`src/rtl/psnr_pkg.sv`:
```
// shared types, character constants and classifier functions for the number recognizer
`default_nettype none

package psnr_pkg;

  localparam int unsigned BASE_MAX = 36;
  localparam int unsigned BASE_SAT = 37;
  localparam int unsigned ACC_W    = 6;

  localparam logic [7:0] CH_HASH  = 8'h23;
  localparam logic [7:0] CH_DOT   = 8'h2E;
  localparam logic [7:0] CH_ZERO  = 8'h30;
  localparam logic [7:0] CH_PLUS  = 8'h2B;
  localparam logic [7:0] CH_MINUS = 8'h2D;
  localparam logic [7:0] CH_LO_E  = 8'h65;
  localparam logic [7:0] CH_LO_A  = 8'h61;
  localparam logic [7:0] CH_LO_Z  = 8'h7A;

  typedef enum logic [2:0] {
    PH_START    = 3'd0,
    PH_SIGNED   = 3'd1,
    PH_INTEGER  = 3'd2,
    PH_RADIX    = 3'd3,
    PH_REAL     = 3'd4,
    PH_MAGN     = 3'd5,
    PH_EXPONENT = 3'd6
  } phase_t;

  typedef enum logic [1:0] {
    V_SKIP   = 2'd0,
    V_TAKE   = 2'd1,
    V_ACCEPT = 2'd2,
    V_REJECT = 2'd3
  } verdict_t;

  function automatic logic is_space(input logic [7:0] c);
    return (c == 8'h20) || (c >= 8'h09 && c <= 8'h0D);
  endfunction

  function automatic logic is_delim(input logic [7:0] c);
    logic d;
    case (c)
      8'h25, 8'h2F, 8'h28, 8'h29, 8'h5B, 8'h5D, 8'h7B, 8'h7D, 8'h3C, 8'h3E: d = 1'b1;
      default: d = is_space(c);
    endcase
    return d;
  endfunction

  function automatic logic is_digit(input logic [7:0] c);
    return c >= CH_ZERO && c <= 8'h39;
  endfunction

  // fold upper-case letters onto lower case
  function automatic logic [7:0] to_lower(input logic [7:0] c);
    return (c >= 8'h41 && c <= 8'h5A) ? c + 8'd32 : c;
  endfunction

endpackage

`default_nettype wire

```
`src/rtl/postscript_number_recognizer.sv`:
```
// top level of the byte-serial postscript number recognizer
`default_nettype none

// Scans a byte stream one byte per request and tells, for each byte, whether
// it was skipped as leading whitespace, taken into a number, ended an accepted
// number (the byte itself is not consumed and should be sent again), or
// caused a reject. Signed integers, reals with optional fraction and exponent,
// and unsigned radix numbers base#digits with base 2..36 are recognized. An
// end-of-input request (in_tuser high) ends a number like a delimiter, and at
// the start position it is a reject. Every request yields exactly one result.
// Throughput is one byte per clock while the result channel does not stall: the
// scanner state is a handful of flags and a 6-bit base accumulator, computed
// combinationally from the input register. A request passes the input
// register, then the result register. in_tready follows out_tready
// combinationally when both stages are full.
module postscript_number_recognizer (
  input  wire logic       clk,
  input  wire logic       rst_n,
  // input channel
  input  wire logic       in_tvalid,
  output logic            in_tready,
  input  wire logic [7:0] in_tdata,   // [7:0] ch
  input  wire logic       in_tuser,   // [0] at_end
  // result channel
  output logic            out_tvalid,
  input  wire logic       out_tready,
  output logic [7:0]      out_tdata   // [1:0] verdict, [7:2] zero
);

  localparam int unsigned AW = psnr_pkg::ACC_W;

  // input register stage
  logic       s1_valid_r;
  logic [7:0] s1_ch_r;
  logic       s1_end_r;

  // result register stage
  logic                 out_valid_r;
  psnr_pkg::verdict_t   out_verdict_r;

  // scanner state
  psnr_pkg::phase_t phase_r,       phase_nxt;
  logic [AW-1:0]    base_acc_r,    base_acc_nxt;
  logic             sign_seen_r,   sign_seen_nxt;
  logic             mantissa_ok_r, mantissa_ok_nxt;
  logic             radix_ok_r,    radix_ok_nxt;
  logic             exponent_ok_r, exponent_ok_nxt;

  psnr_pkg::verdict_t verdict_c;
  logic               move1;

  // classification of the byte in the input register
  logic       stop_c;
  logic       digit_c;
  logic [7:0] lc_c;
  logic       letter_c;
  logic [8:0] acc_mac_c;    // base_acc * 10 + digit, up to 369 where used (base_acc <= 36)
  logic [AW-1:0] radix_val_c;
  logic [7:0] letter_val_c;
  logic       clear_c;

  // a stage moves when the one after it can take it
  assign move1     = s1_valid_r && (!out_valid_r || out_tready);
  assign in_tready = !s1_valid_r || move1;

  assign out_tvalid = out_valid_r;
  assign out_tdata  = {6'd0, out_verdict_r};

  assign stop_c       = s1_end_r || psnr_pkg::is_delim(s1_ch_r);
  assign digit_c      = psnr_pkg::is_digit(s1_ch_r);
  assign lc_c         = psnr_pkg::to_lower(s1_ch_r);
  assign letter_c     = (lc_c >= psnr_pkg::CH_LO_A) && (lc_c <= psnr_pkg::CH_LO_Z);
  assign acc_mac_c    = {3'd0, base_acc_r} * 9'd10 + {5'd0, s1_ch_r[3:0]};
  // letter value is lc - 'a' + 10
  assign letter_val_c = lc_c - psnr_pkg::CH_LO_A + 8'd10;
  assign radix_val_c  = digit_c ? {2'd0, s1_ch_r[3:0]} : letter_val_c[AW-1:0];

  // next state and verdict for one byte
  always_comb begin
    phase_nxt       = phase_r;
    base_acc_nxt    = base_acc_r;
    sign_seen_nxt   = sign_seen_r;
    mantissa_ok_nxt = mantissa_ok_r;
    radix_ok_nxt    = radix_ok_r;
    exponent_ok_nxt = exponent_ok_r;
    verdict_c       = psnr_pkg::V_TAKE;
    clear_c         = 1'b0;

    case (phase_r)
      psnr_pkg::PH_SIGNED: begin
        if (s1_end_r) begin
          clear_c   = 1'b1;
          verdict_c = psnr_pkg::V_REJECT;
        end else if (digit_c) begin
          base_acc_nxt    = {2'd0, s1_ch_r[3:0]};
          mantissa_ok_nxt = 1'b1;
          phase_nxt       = psnr_pkg::PH_INTEGER;
        end else if (s1_ch_r == psnr_pkg::CH_DOT) begin
          phase_nxt = psnr_pkg::PH_REAL;
        end else begin
          clear_c   = 1'b1;
          verdict_c = psnr_pkg::V_REJECT;
        end
      end

      psnr_pkg::PH_INTEGER: begin
        if (stop_c) begin
          clear_c   = 1'b1;
          verdict_c = mantissa_ok_r ? psnr_pkg::V_ACCEPT : psnr_pkg::V_REJECT;
        end else if (digit_c) begin
          // saturate the leading value once it cannot be a base any more
          if (base_acc_r <= AW'(psnr_pkg::BASE_MAX)) begin
            base_acc_nxt = (acc_mac_c > 9'(psnr_pkg::BASE_MAX)) ?
                           AW'(psnr_pkg::BASE_SAT) : acc_mac_c[AW-1:0];
          end
          mantissa_ok_nxt = 1'b1;
        end else if (s1_ch_r == psnr_pkg::CH_HASH) begin
          if (base_acc_r < AW'(2) || base_acc_r > AW'(psnr_pkg::BASE_MAX) || sign_seen_r) begin
            clear_c   = 1'b1;
            verdict_c = psnr_pkg::V_REJECT;
          end else begin
            phase_nxt = psnr_pkg::PH_RADIX;
          end
        end else if (s1_ch_r == psnr_pkg::CH_DOT) begin
          phase_nxt = psnr_pkg::PH_REAL;
        end else if (lc_c == psnr_pkg::CH_LO_E) begin
          phase_nxt = psnr_pkg::PH_MAGN;
        end else begin
          clear_c   = 1'b1;
          verdict_c = psnr_pkg::V_REJECT;
        end
      end

      psnr_pkg::PH_RADIX: begin
        if (stop_c) begin
          clear_c   = 1'b1;
          verdict_c = radix_ok_r ? psnr_pkg::V_ACCEPT : psnr_pkg::V_REJECT;
        end else if (!(digit_c || letter_c) || radix_val_c >= base_acc_r) begin
          clear_c   = 1'b1;
          verdict_c = psnr_pkg::V_REJECT;
        end else begin
          radix_ok_nxt = 1'b1;
        end
      end

      psnr_pkg::PH_REAL: begin
        if (stop_c) begin
          clear_c   = 1'b1;
          verdict_c = mantissa_ok_r ? psnr_pkg::V_ACCEPT : psnr_pkg::V_REJECT;
        end else if (digit_c) begin
          mantissa_ok_nxt = 1'b1;
        end else if (lc_c == psnr_pkg::CH_LO_E && mantissa_ok_r) begin
          phase_nxt = psnr_pkg::PH_MAGN;
        end else begin
          clear_c   = 1'b1;
          verdict_c = psnr_pkg::V_REJECT;
        end
      end

      psnr_pkg::PH_MAGN: begin
        if (stop_c) begin
          clear_c   = 1'b1;
          verdict_c = psnr_pkg::V_REJECT;
        end else if (s1_ch_r == psnr_pkg::CH_PLUS || s1_ch_r == psnr_pkg::CH_MINUS) begin
          phase_nxt = psnr_pkg::PH_EXPONENT;
        end else if (digit_c) begin
          exponent_ok_nxt = 1'b1;
          phase_nxt       = psnr_pkg::PH_EXPONENT;
        end else begin
          clear_c   = 1'b1;
          verdict_c = psnr_pkg::V_REJECT;
        end
      end

      psnr_pkg::PH_EXPONENT: begin
        if (stop_c) begin
          clear_c   = 1'b1;
          verdict_c = (mantissa_ok_r && exponent_ok_r) ?
                      psnr_pkg::V_ACCEPT : psnr_pkg::V_REJECT;
        end else if (digit_c) begin
          exponent_ok_nxt = 1'b1;
        end else begin
          clear_c   = 1'b1;
          verdict_c = psnr_pkg::V_REJECT;
        end
      end

      // start phase, also taken by the unused code
      default: begin
        clear_c = 1'b1;
        if (s1_end_r) begin
          verdict_c = psnr_pkg::V_REJECT;
        end else if (psnr_pkg::is_space(s1_ch_r)) begin
          verdict_c = psnr_pkg::V_SKIP;
        end else if (s1_ch_r == psnr_pkg::CH_PLUS || s1_ch_r == psnr_pkg::CH_MINUS) begin
          clear_c       = 1'b0;
          base_acc_nxt  = '0;
          mantissa_ok_nxt = 1'b0;
          radix_ok_nxt  = 1'b0;
          exponent_ok_nxt = 1'b0;
          sign_seen_nxt = 1'b1;
          phase_nxt     = psnr_pkg::PH_SIGNED;
        end else if (digit_c) begin
          clear_c         = 1'b0;
          base_acc_nxt    = {2'd0, s1_ch_r[3:0]};
          sign_seen_nxt   = 1'b0;
          mantissa_ok_nxt = 1'b1;
          radix_ok_nxt    = 1'b0;
          exponent_ok_nxt = 1'b0;
          phase_nxt       = psnr_pkg::PH_INTEGER;
        end else if (s1_ch_r == psnr_pkg::CH_DOT) begin
          clear_c         = 1'b0;
          base_acc_nxt    = '0;
          sign_seen_nxt   = 1'b0;
          mantissa_ok_nxt = 1'b0;
          radix_ok_nxt    = 1'b0;
          exponent_ok_nxt = 1'b0;
          phase_nxt       = psnr_pkg::PH_REAL;
        end else begin
          verdict_c = psnr_pkg::V_REJECT;
        end
      end
    endcase

    // accept, reject and skip all leave the scanner at start
    if (clear_c) begin
      phase_nxt       = psnr_pkg::PH_START;
      base_acc_nxt    = '0;
      sign_seen_nxt   = 1'b0;
      mantissa_ok_nxt = 1'b0;
      radix_ok_nxt    = 1'b0;
      exponent_ok_nxt = 1'b0;
    end
  end

  // control registers
  always_ff @(posedge clk) begin
    if (!rst_n) begin
      s1_valid_r    <= 1'b0;
      out_valid_r   <= 1'b0;
      phase_r       <= psnr_pkg::PH_START;
      base_acc_r    <= '0;
      sign_seen_r   <= 1'b0;
      mantissa_ok_r <= 1'b0;
      radix_ok_r    <= 1'b0;
      exponent_ok_r <= 1'b0;
    end else begin
      if (in_tready) begin
        s1_valid_r <= in_tvalid;
      end
      if (!out_valid_r || out_tready) begin
        out_valid_r <= s1_valid_r;
      end
      if (move1) begin
        phase_r       <= phase_nxt;
        base_acc_r    <= base_acc_nxt;
        sign_seen_r   <= sign_seen_nxt;
        mantissa_ok_r <= mantissa_ok_nxt;
        radix_ok_r    <= radix_ok_nxt;
        exponent_ok_r <= exponent_ok_nxt;
      end
    end
  end

  // payload registers
  always_ff @(posedge clk) begin
    if (in_tready && in_tvalid) begin
      s1_ch_r  <= in_tdata;
      s1_end_r <= in_tuser;
    end
    if (move1) begin
      out_verdict_r <= verdict_c;
    end
  end

  // a finished number always leaves a clean start state
  a_clear_after_verdict: assert property (@(posedge clk) disable iff (!rst_n)
    move1 && (verdict_c == psnr_pkg::V_ACCEPT || verdict_c == psnr_pkg::V_REJECT)
    |=> phase_r == psnr_pkg::PH_START && base_acc_r == '0 && !sign_seen_r)
    else $error("scanner state not cleared after accept or reject");

  // radix digits are only scanned under a legal base
  a_radix_base: assert property (@(posedge clk) disable iff (!rst_n)
    phase_r == psnr_pkg::PH_RADIX
    |-> base_acc_r >= AW'(2) && base_acc_r <= AW'(psnr_pkg::BASE_MAX) && !sign_seen_r)
    else $error("radix phase with illegal base");

  // the integer phase is entered only with a digit in hand
  a_integer_has_digit: assert property (@(posedge clk) disable iff (!rst_n)
    phase_r == psnr_pkg::PH_INTEGER |-> mantissa_ok_r)
    else $error("integer phase without a mantissa digit");

  // the base accumulator never passes its saturation value
  a_acc_saturates: assert property (@(posedge clk) disable iff (!rst_n)
    base_acc_r <= AW'(psnr_pkg::BASE_SAT))
    else $error("base accumulator out of range");

  // a stalled input register keeps its request
  a_s1_hold: assert property (@(posedge clk) disable iff (!rst_n)
    s1_valid_r && !move1 |=> s1_valid_r && $stable(s1_ch_r) && $stable(s1_end_r))
    else $error("input register lost a stalled request");

endmodule

`default_nettype wire

```
`config.mk`:
```
export PLATFORM = sky130hd
export DESIGN_NAME = postscript_number_recognizer
export DESIGN_NICKNAME = d
export VERILOG_FILES = /design/src/rtl/psnr_pkg.sv /design/src/rtl/postscript_number_recognizer.sv
export SDC_FILE = /design/constraint.sdc
export NUM_CORES = 1
export LEC_CHECK = 0
export ABC_CLOCK_PERIOD_IN_PS = 8850
export BUFFER_PORTS_ARGS = -buffer_cell sky130_fd_sc_hd__buf_4
export CAP_MARGIN = 0
export CELL_PAD_IN_SITES_DETAIL_PLACEMENT = 0
export CELL_PAD_IN_SITES_GLOBAL_PLACEMENT = 2
export CORE_ASPECT_RATIO = 0.7
export CORE_MARGIN = 2
export CORE_UTILIZATION = 39
export DETAILED_ROUTE_END_ITERATION = 7
export MAX_ROUTING_LAYER = met4
export PLACE_DENSITY_LB_ADDON = 0.1
export SYNTH_ARGS = -nofsm -noshare
export SYNTH_HDL_FRONTEND = slang
export SYNTH_SLANG_ARGS = --single-unit
export TNS_END_PERCENT = 20
```
`constraint.sdc`:
```
create_clock -name clk -period 8.85 [get_ports clk]
set_clock_uncertainty 0.2 [all_clocks]
set_input_delay 0.885 -clock clk [delete_from_list [all_inputs] [get_ports clk]]
set_output_delay 0.885 -clock clk [all_outputs]
set_load 0.005 [all_outputs]
```
# Word-level counts from Yosys, hierarchy flattened
# Index checks and enable logic that the tools add are counted.
# totals
output_inout_bits	10
ff_bits	26
# classes
n_reduce_logical	38
addsub	4
n_lt_le_gt_ge	13
n_mux	112
n_mul	1
n_eq_ne	58
# ops
operator	n
$eq 8x6->1 const B	11
$mux 6	13
$mux 3	19
$mux 1	51
$mux 2	21
$ne 3x3->1 const B	14
$eq 8x7->1 const B	5
$pmux 6 s3	1
$ge 8x7->1 const B	2
$le 8x7->1 const B	2
$pmux 3 s5	1
$ne 2x1->1 const B	7
$reduce_and 14->1	1
$reduce_and 7->1	2
$pmux 2 s6	1
$reduce_bool 6->1	2
$reduce_and 10->1	1
$reduce_or 10->1	1
$add 9x4->9	1
$eq 3x3->1 const B	3
$gt 9x6->1 const B	1
$logic_or 1x1->1	9
$ne 3x2->1 const B	3
$add 8x6->8 const B	1
other kinds (37)	53

# Logic depth before layout (Yosys ltp)
# logic_depth
word_depth	13
mapped_depth	16

# Worst setup path before layout
# Ideal clock, no wire load.
# synth_path
path_kind	reg-to-reg
startpoint	reg s1_ch_r[1]
endpoint	reg base_acc_r[5]
arrival_time_ns	3.276
period_less_slack_ns	3.605
slack_ns	5.245
path_stages_with_launch	16
cell_sequence	edfxtp_1 > inv_1 > ha_1 > o21bai_1 > a21o_1 > inv_2 > ha_1 > ha_1 > nand2b_1 > a211oi_1 > o21a_1 > o21ai_0 > a311o_1 > o21ai_4 > a31oi_2 > mux2i_1
# synth_between
elab_chain_len	13
elab_cells_between_ends	86
# synth_lines
element	line_no	source
start: declaration	postscript_number_recognizer.sv:34	logic [7:0] s1_ch_r;
start signal: assignment	postscript_number_recognizer.sv:268	s1_ch_r <= in_tdata;
$ge 8x7->1 / $le 8x7->1 (equally long branches)	psnr_pkg.sv:55	return (c >= 8'h41 && c <= 8'h5A) ? c + 8'd32 : c;
$logic_and 1x1->1	psnr_pkg.sv:55	
$mux 8	psnr_pkg.sv:55	
$sub 6x6->6, or another cell as far along	postscript_number_recognizer.sv:75	assign letter_val_c = lc_c - psnr_pkg::CH_LO_A + 8'd10;
$add 6x4->6 / $logic_and 1x1->1 (equally long branches)	postscript_number_recognizer.sv:75, postscript_number_recognizer.sv:72	
$mux 6 / $logic_or 1x1->1 (equally long branches)	postscript_number_recognizer.sv:76, postscript_number_recognizer.sv:138	
$ge 6x6->1 / $logic_not 1->1 (equally long branches)	postscript_number_recognizer.sv:138	end else if (!(digit_c || letter_c) || radix_val_c >= base_acc_r) begin
$logic_or 1x1->1	postscript_number_recognizer.sv:138	
$mux 1	postscript_number_recognizer.sv:138	
$mux 1	postscript_number_recognizer.sv:135	if (stop_c) begin
$pmux 1 s6	postscript_number_recognizer.sv:89	case (phase_r)
$ne 4x2->1 (no source line), or another cell as far along	--	
$reduce_and 10->1 (no source line)	--	
end signal: assignment	postscript_number_recognizer.sv:256	base_acc_r <= base_acc_nxt;
end: declaration	postscript_number_recognizer.sv:43	logic [AW-1:0] base_acc_r, base_acc_nxt;
# Parallel ways exist; a longest one is shown, timed or not. The select of a mux whose other input is x is not followed.
# A chain may end at the register's enable or synchronous reset.

# Worst setup path after layout
# layout_path
startpoint	reg s1_ch_r[0]
endpoint	reg base_acc_r[5]
# The elaborated chain is that of the path after synthesis.

==> impl_metrics.yaml <==
synth:
  synth_seq_cells: 26
  synthFlopType: "dfxtp_1"
  synth-edff-count: 11
  synth_cells: 356
  netlist_area_um2: 2770
  synth_common_cells: "35 x nand2_1, 33 x nor2_1, 25 x ha_1"
  yosysMostFrequentCell: "nand2_1"
  async_flop_share_pct: 0
  synthDominantCellAreaShare_pct: 11.9
  synth_area_leaders: "edfxtp_1 12%, ha_1 11%, dfxtp_1 11%"
  seq_area_frac_synth_pct: 22.8
  netlist-cell-type-count: 70
  yosys_warnings: 0
  yosysTopAreaCell: "edfxtp_1"
  postSynthAreaPerCell_um2: 7.78
routing:
  wirelength_mm: 7.87
  dr_total_vias: 2675
  wl_per_cell_um: 17.4
  via_per_inst: 5.92
  drt_iter0_drc: 180
  ant_nets: 0
  drcViolationCount: 0
  first_pass_iters: 5
global_routing:
  grt-ovfl-total: 0
  grt_pass1_wl_mm: 12.9
  grt_max_degree: 29
  first_global_vias: 2500
  antenna_found_initial: 0
  grt_use_total_pct: 21.5
critical_path:
  cp_cell_sequence: "inv_1 > ha_1 > o21bai_1 > a21o_1 > inv_2 > ha_1 > ha_1 > nand2b_1 > a211oi_1 > o21a_1 > o21ai_0 > a311o_1 > o21ai_4 > a31oi_2 > mux2i_1"
  cp_data_required_time_ns: 8.81
  worstPathMaxFanout: 15
  r2r-end: "base_acc_r[5]"
  startpoint_type: "register"
  timing.rr.start: "s1_ch_r[0]"
  cp.arrival_ns: 4.37
  critPathKind: "reg -> reg"
  r2r_cells: 15
  path_common_cell: "ha_1"
  cpPeakStageDelay_ns: 0.55
  slowest_stage: "edfxtp_1"
  regToRegSetupSlack_ns: 4.45
  crit_path_end_kind: "register"
floorplan:
  ios: 23
  die_h_um: 74.5
  rows: 25
  core_area_um2: 6820
  initial_core_util_pct: 40.6
  die-area_um2: 7800
  die_x_um: 105
job:
  maxCapViolCount: 0
cts:
  cts_made_buffers: 3
  holdBufCountCts: 0
  clockRootBuffer: "clkbuf_8"
  cts_tree: "built"
  clkTransAtPathRegs_ns: 0.11
  cts.htree.levels: 1
  post_cts_buffers: 0
  clk_latency_ns: 0.28
  ctsResizeCount: 0
  max-clock-path-buffers: 2
  cts.sinks: 26
timing:
  worst_slew_pin_slew_ns: 0.904
  rsz0062_at_grt: "no"
  setup_ws_ns: 4.45
  maxSlewHeadroom_pct: 39.2
  min_period_over_period_pct: 49.8
  final.min_clock_period_ns: 4.40
  final_hold_viol_count: 0
  finalSetupTns_ns: 0
  maxSlewViolCount: 0
  setup_viol: 0
  fmax_mhz: 227
place:
  pre_cts_ws_ns: 4.56
  io_buffer_count: 16
  dpl.cell_count: 448
  place_congestion: 0.867
  dpl.hpwl_mm: 5.90
worst_hold_path:
  hold_end: "exponent_ok_r"
  hold_depth: 1
  min-delay-start: "exponent_ok_r"
  hp-class: "reg -> reg"
finish:
  area_delta_synth_final_pct: 7.23
  layout.cells.non_filler: 452
  drive_above_1_share_pct: 8.10
  n_antenna_cell: 0
  nNetsFinal: 399
pwr:
  peakVddDrop_mv: 0.0619
  finalPower_uw: 263
  power.density_nw_per_um2: 88.4
  p_leak_nw: 1.13
outcome:
  status: "completed"
## registers in the layout (all words and copies together), names as in the netlist
register	count
out_verdict_r	2
out_tvalid	1
sign_seen_r	1
s1_valid_r	1
base_acc_r	6
radix_ok_r	1
mantissa_ok_r	1
s1_end_r	1
s1_ch_r	8
phase_r	3
exponent_ok_r	1
## area by class of cell
| class | instances | area, um2 |
|---|---|---|
| Fill cell | 720 | 3850 |
| Inverter | 17 | 63.8 |
| Multi-Input combinational cell | 294 | 1980 |
| Sequential cell | 26 | 631 |
| Tap cell | 94 | 118 |
| Clock buffer | 4 | 55.1 |
| Timing Repair Buffer | 17 | 128 |
## kinds of logic after synthesis
group,count (synthesis),synth area share (%)
flip-flops,26,22.8
buffers and inverters,41,6.59
AO/OA/AOI/OAI,109,27.6
other,1,0.135
XOR/XNOR,15,4.74
multiplexers,2,0.768
AND/OR/NAND/NOR,135,24.6
adder cells (fa/ha/maj),27,12.7
## per-layer routing
metal | GRT usage [%] | vias up | share of wire [%]
met1 | 31.1 | 1252 | 51
met2 | 31.5 | 107 | 41
met5 | - | - | 0
met4 | 3.41 | 0 | 0.48
met3 | 4.12 | 4 | 8.1
li1 | - | 1312 | -
## worst max-delay path: cells and delay by family (launching register included)
family | cells | cell delay [ns]
adder cells (fa/ha/maj) | 3 | 0.85
buffers and inverters | 2 | 0.35
flip-flops | 1 | 0.55
AND/OR/NAND/NOR | 1 | 0.14
multiplexers | 1 | 0.16
AO/OA/AOI/OAI | 8 | 2.03
## placed cells by master (no fill, tap or decap), types with 3 or more instances in the layout
master	netlist	final
nor2_1	33	33
conb_1	1	6
a22oi_1	5	5
o21a_1	3	3
and3_1	5	5
a31oi_1	5	5
xnor2_1	11	11
o21ai_0	17	17
nor3_1	8	8
inv_1	14	14
and4_1	3	3
nor2b_1	4	4
nand2_1	35	35
nand4_1	6	6
clkbuf_8	0	4
edfxtp_1	11	11
o311ai_1	3	3
ha_1	25	25
a21o_1	6	6
nand2b_1	7	7
a21oi_1	22	22
o211ai_1	4	4
xor2_1	4	4
a211oi_1	7	7
nand3_1	16	16
buf_4	6	17
o22ai_1	4	4
dfxtp_1	15	15
and2_1	4	4
nor4_1	3	3
## through the flow
| stage | hold slack (ns) | util [%] | cell area, um2 |
|---|---|---|---|
| global route | 0.326 | 43.6 | 2970 |
| CTS | 0.300 | 43.6 | 2970 |
| detailed placement | 0.270 | 42.8 | 2920 |
| floorplan | 0.237 | - | 2790 |
| finish | 0.302 | 43.6 | 2970 |
| global placement | 0.271 | 42.8 | 2920 |
## where the power goes
group          leakage (nW)  total, mW  switching [mW]  internal (mW)
combinational         0.876     0.0439          0.0250         0.0190
sequential            0.222      0.136         0.00753          0.128
clock                0.0288     0.0827          0.0428         0.0399
## worst max-delay path by stage
stage / slack (ns) / end / cells after the start / start
after CTS: 4.53 / phase_r[1] / 15 / s1_ch_r[1]
after floorplan: 5.24 / base_acc_r[5] / 15 / s1_ch_r[1]
final: 4.45 / base_acc_r[5] / 15 / s1_ch_r[0]
after global routing: 4.12 / base_acc_r[5] / 15 / s1_ch_r[1]
after detailed placement: 4.56 / base_acc_r[5] / 15 / s1_ch_r[0]
after global placement: 4.69 / base_acc_r[5] / 15 / s1_ch_r[0]
(Power assumes the default switching activity.)
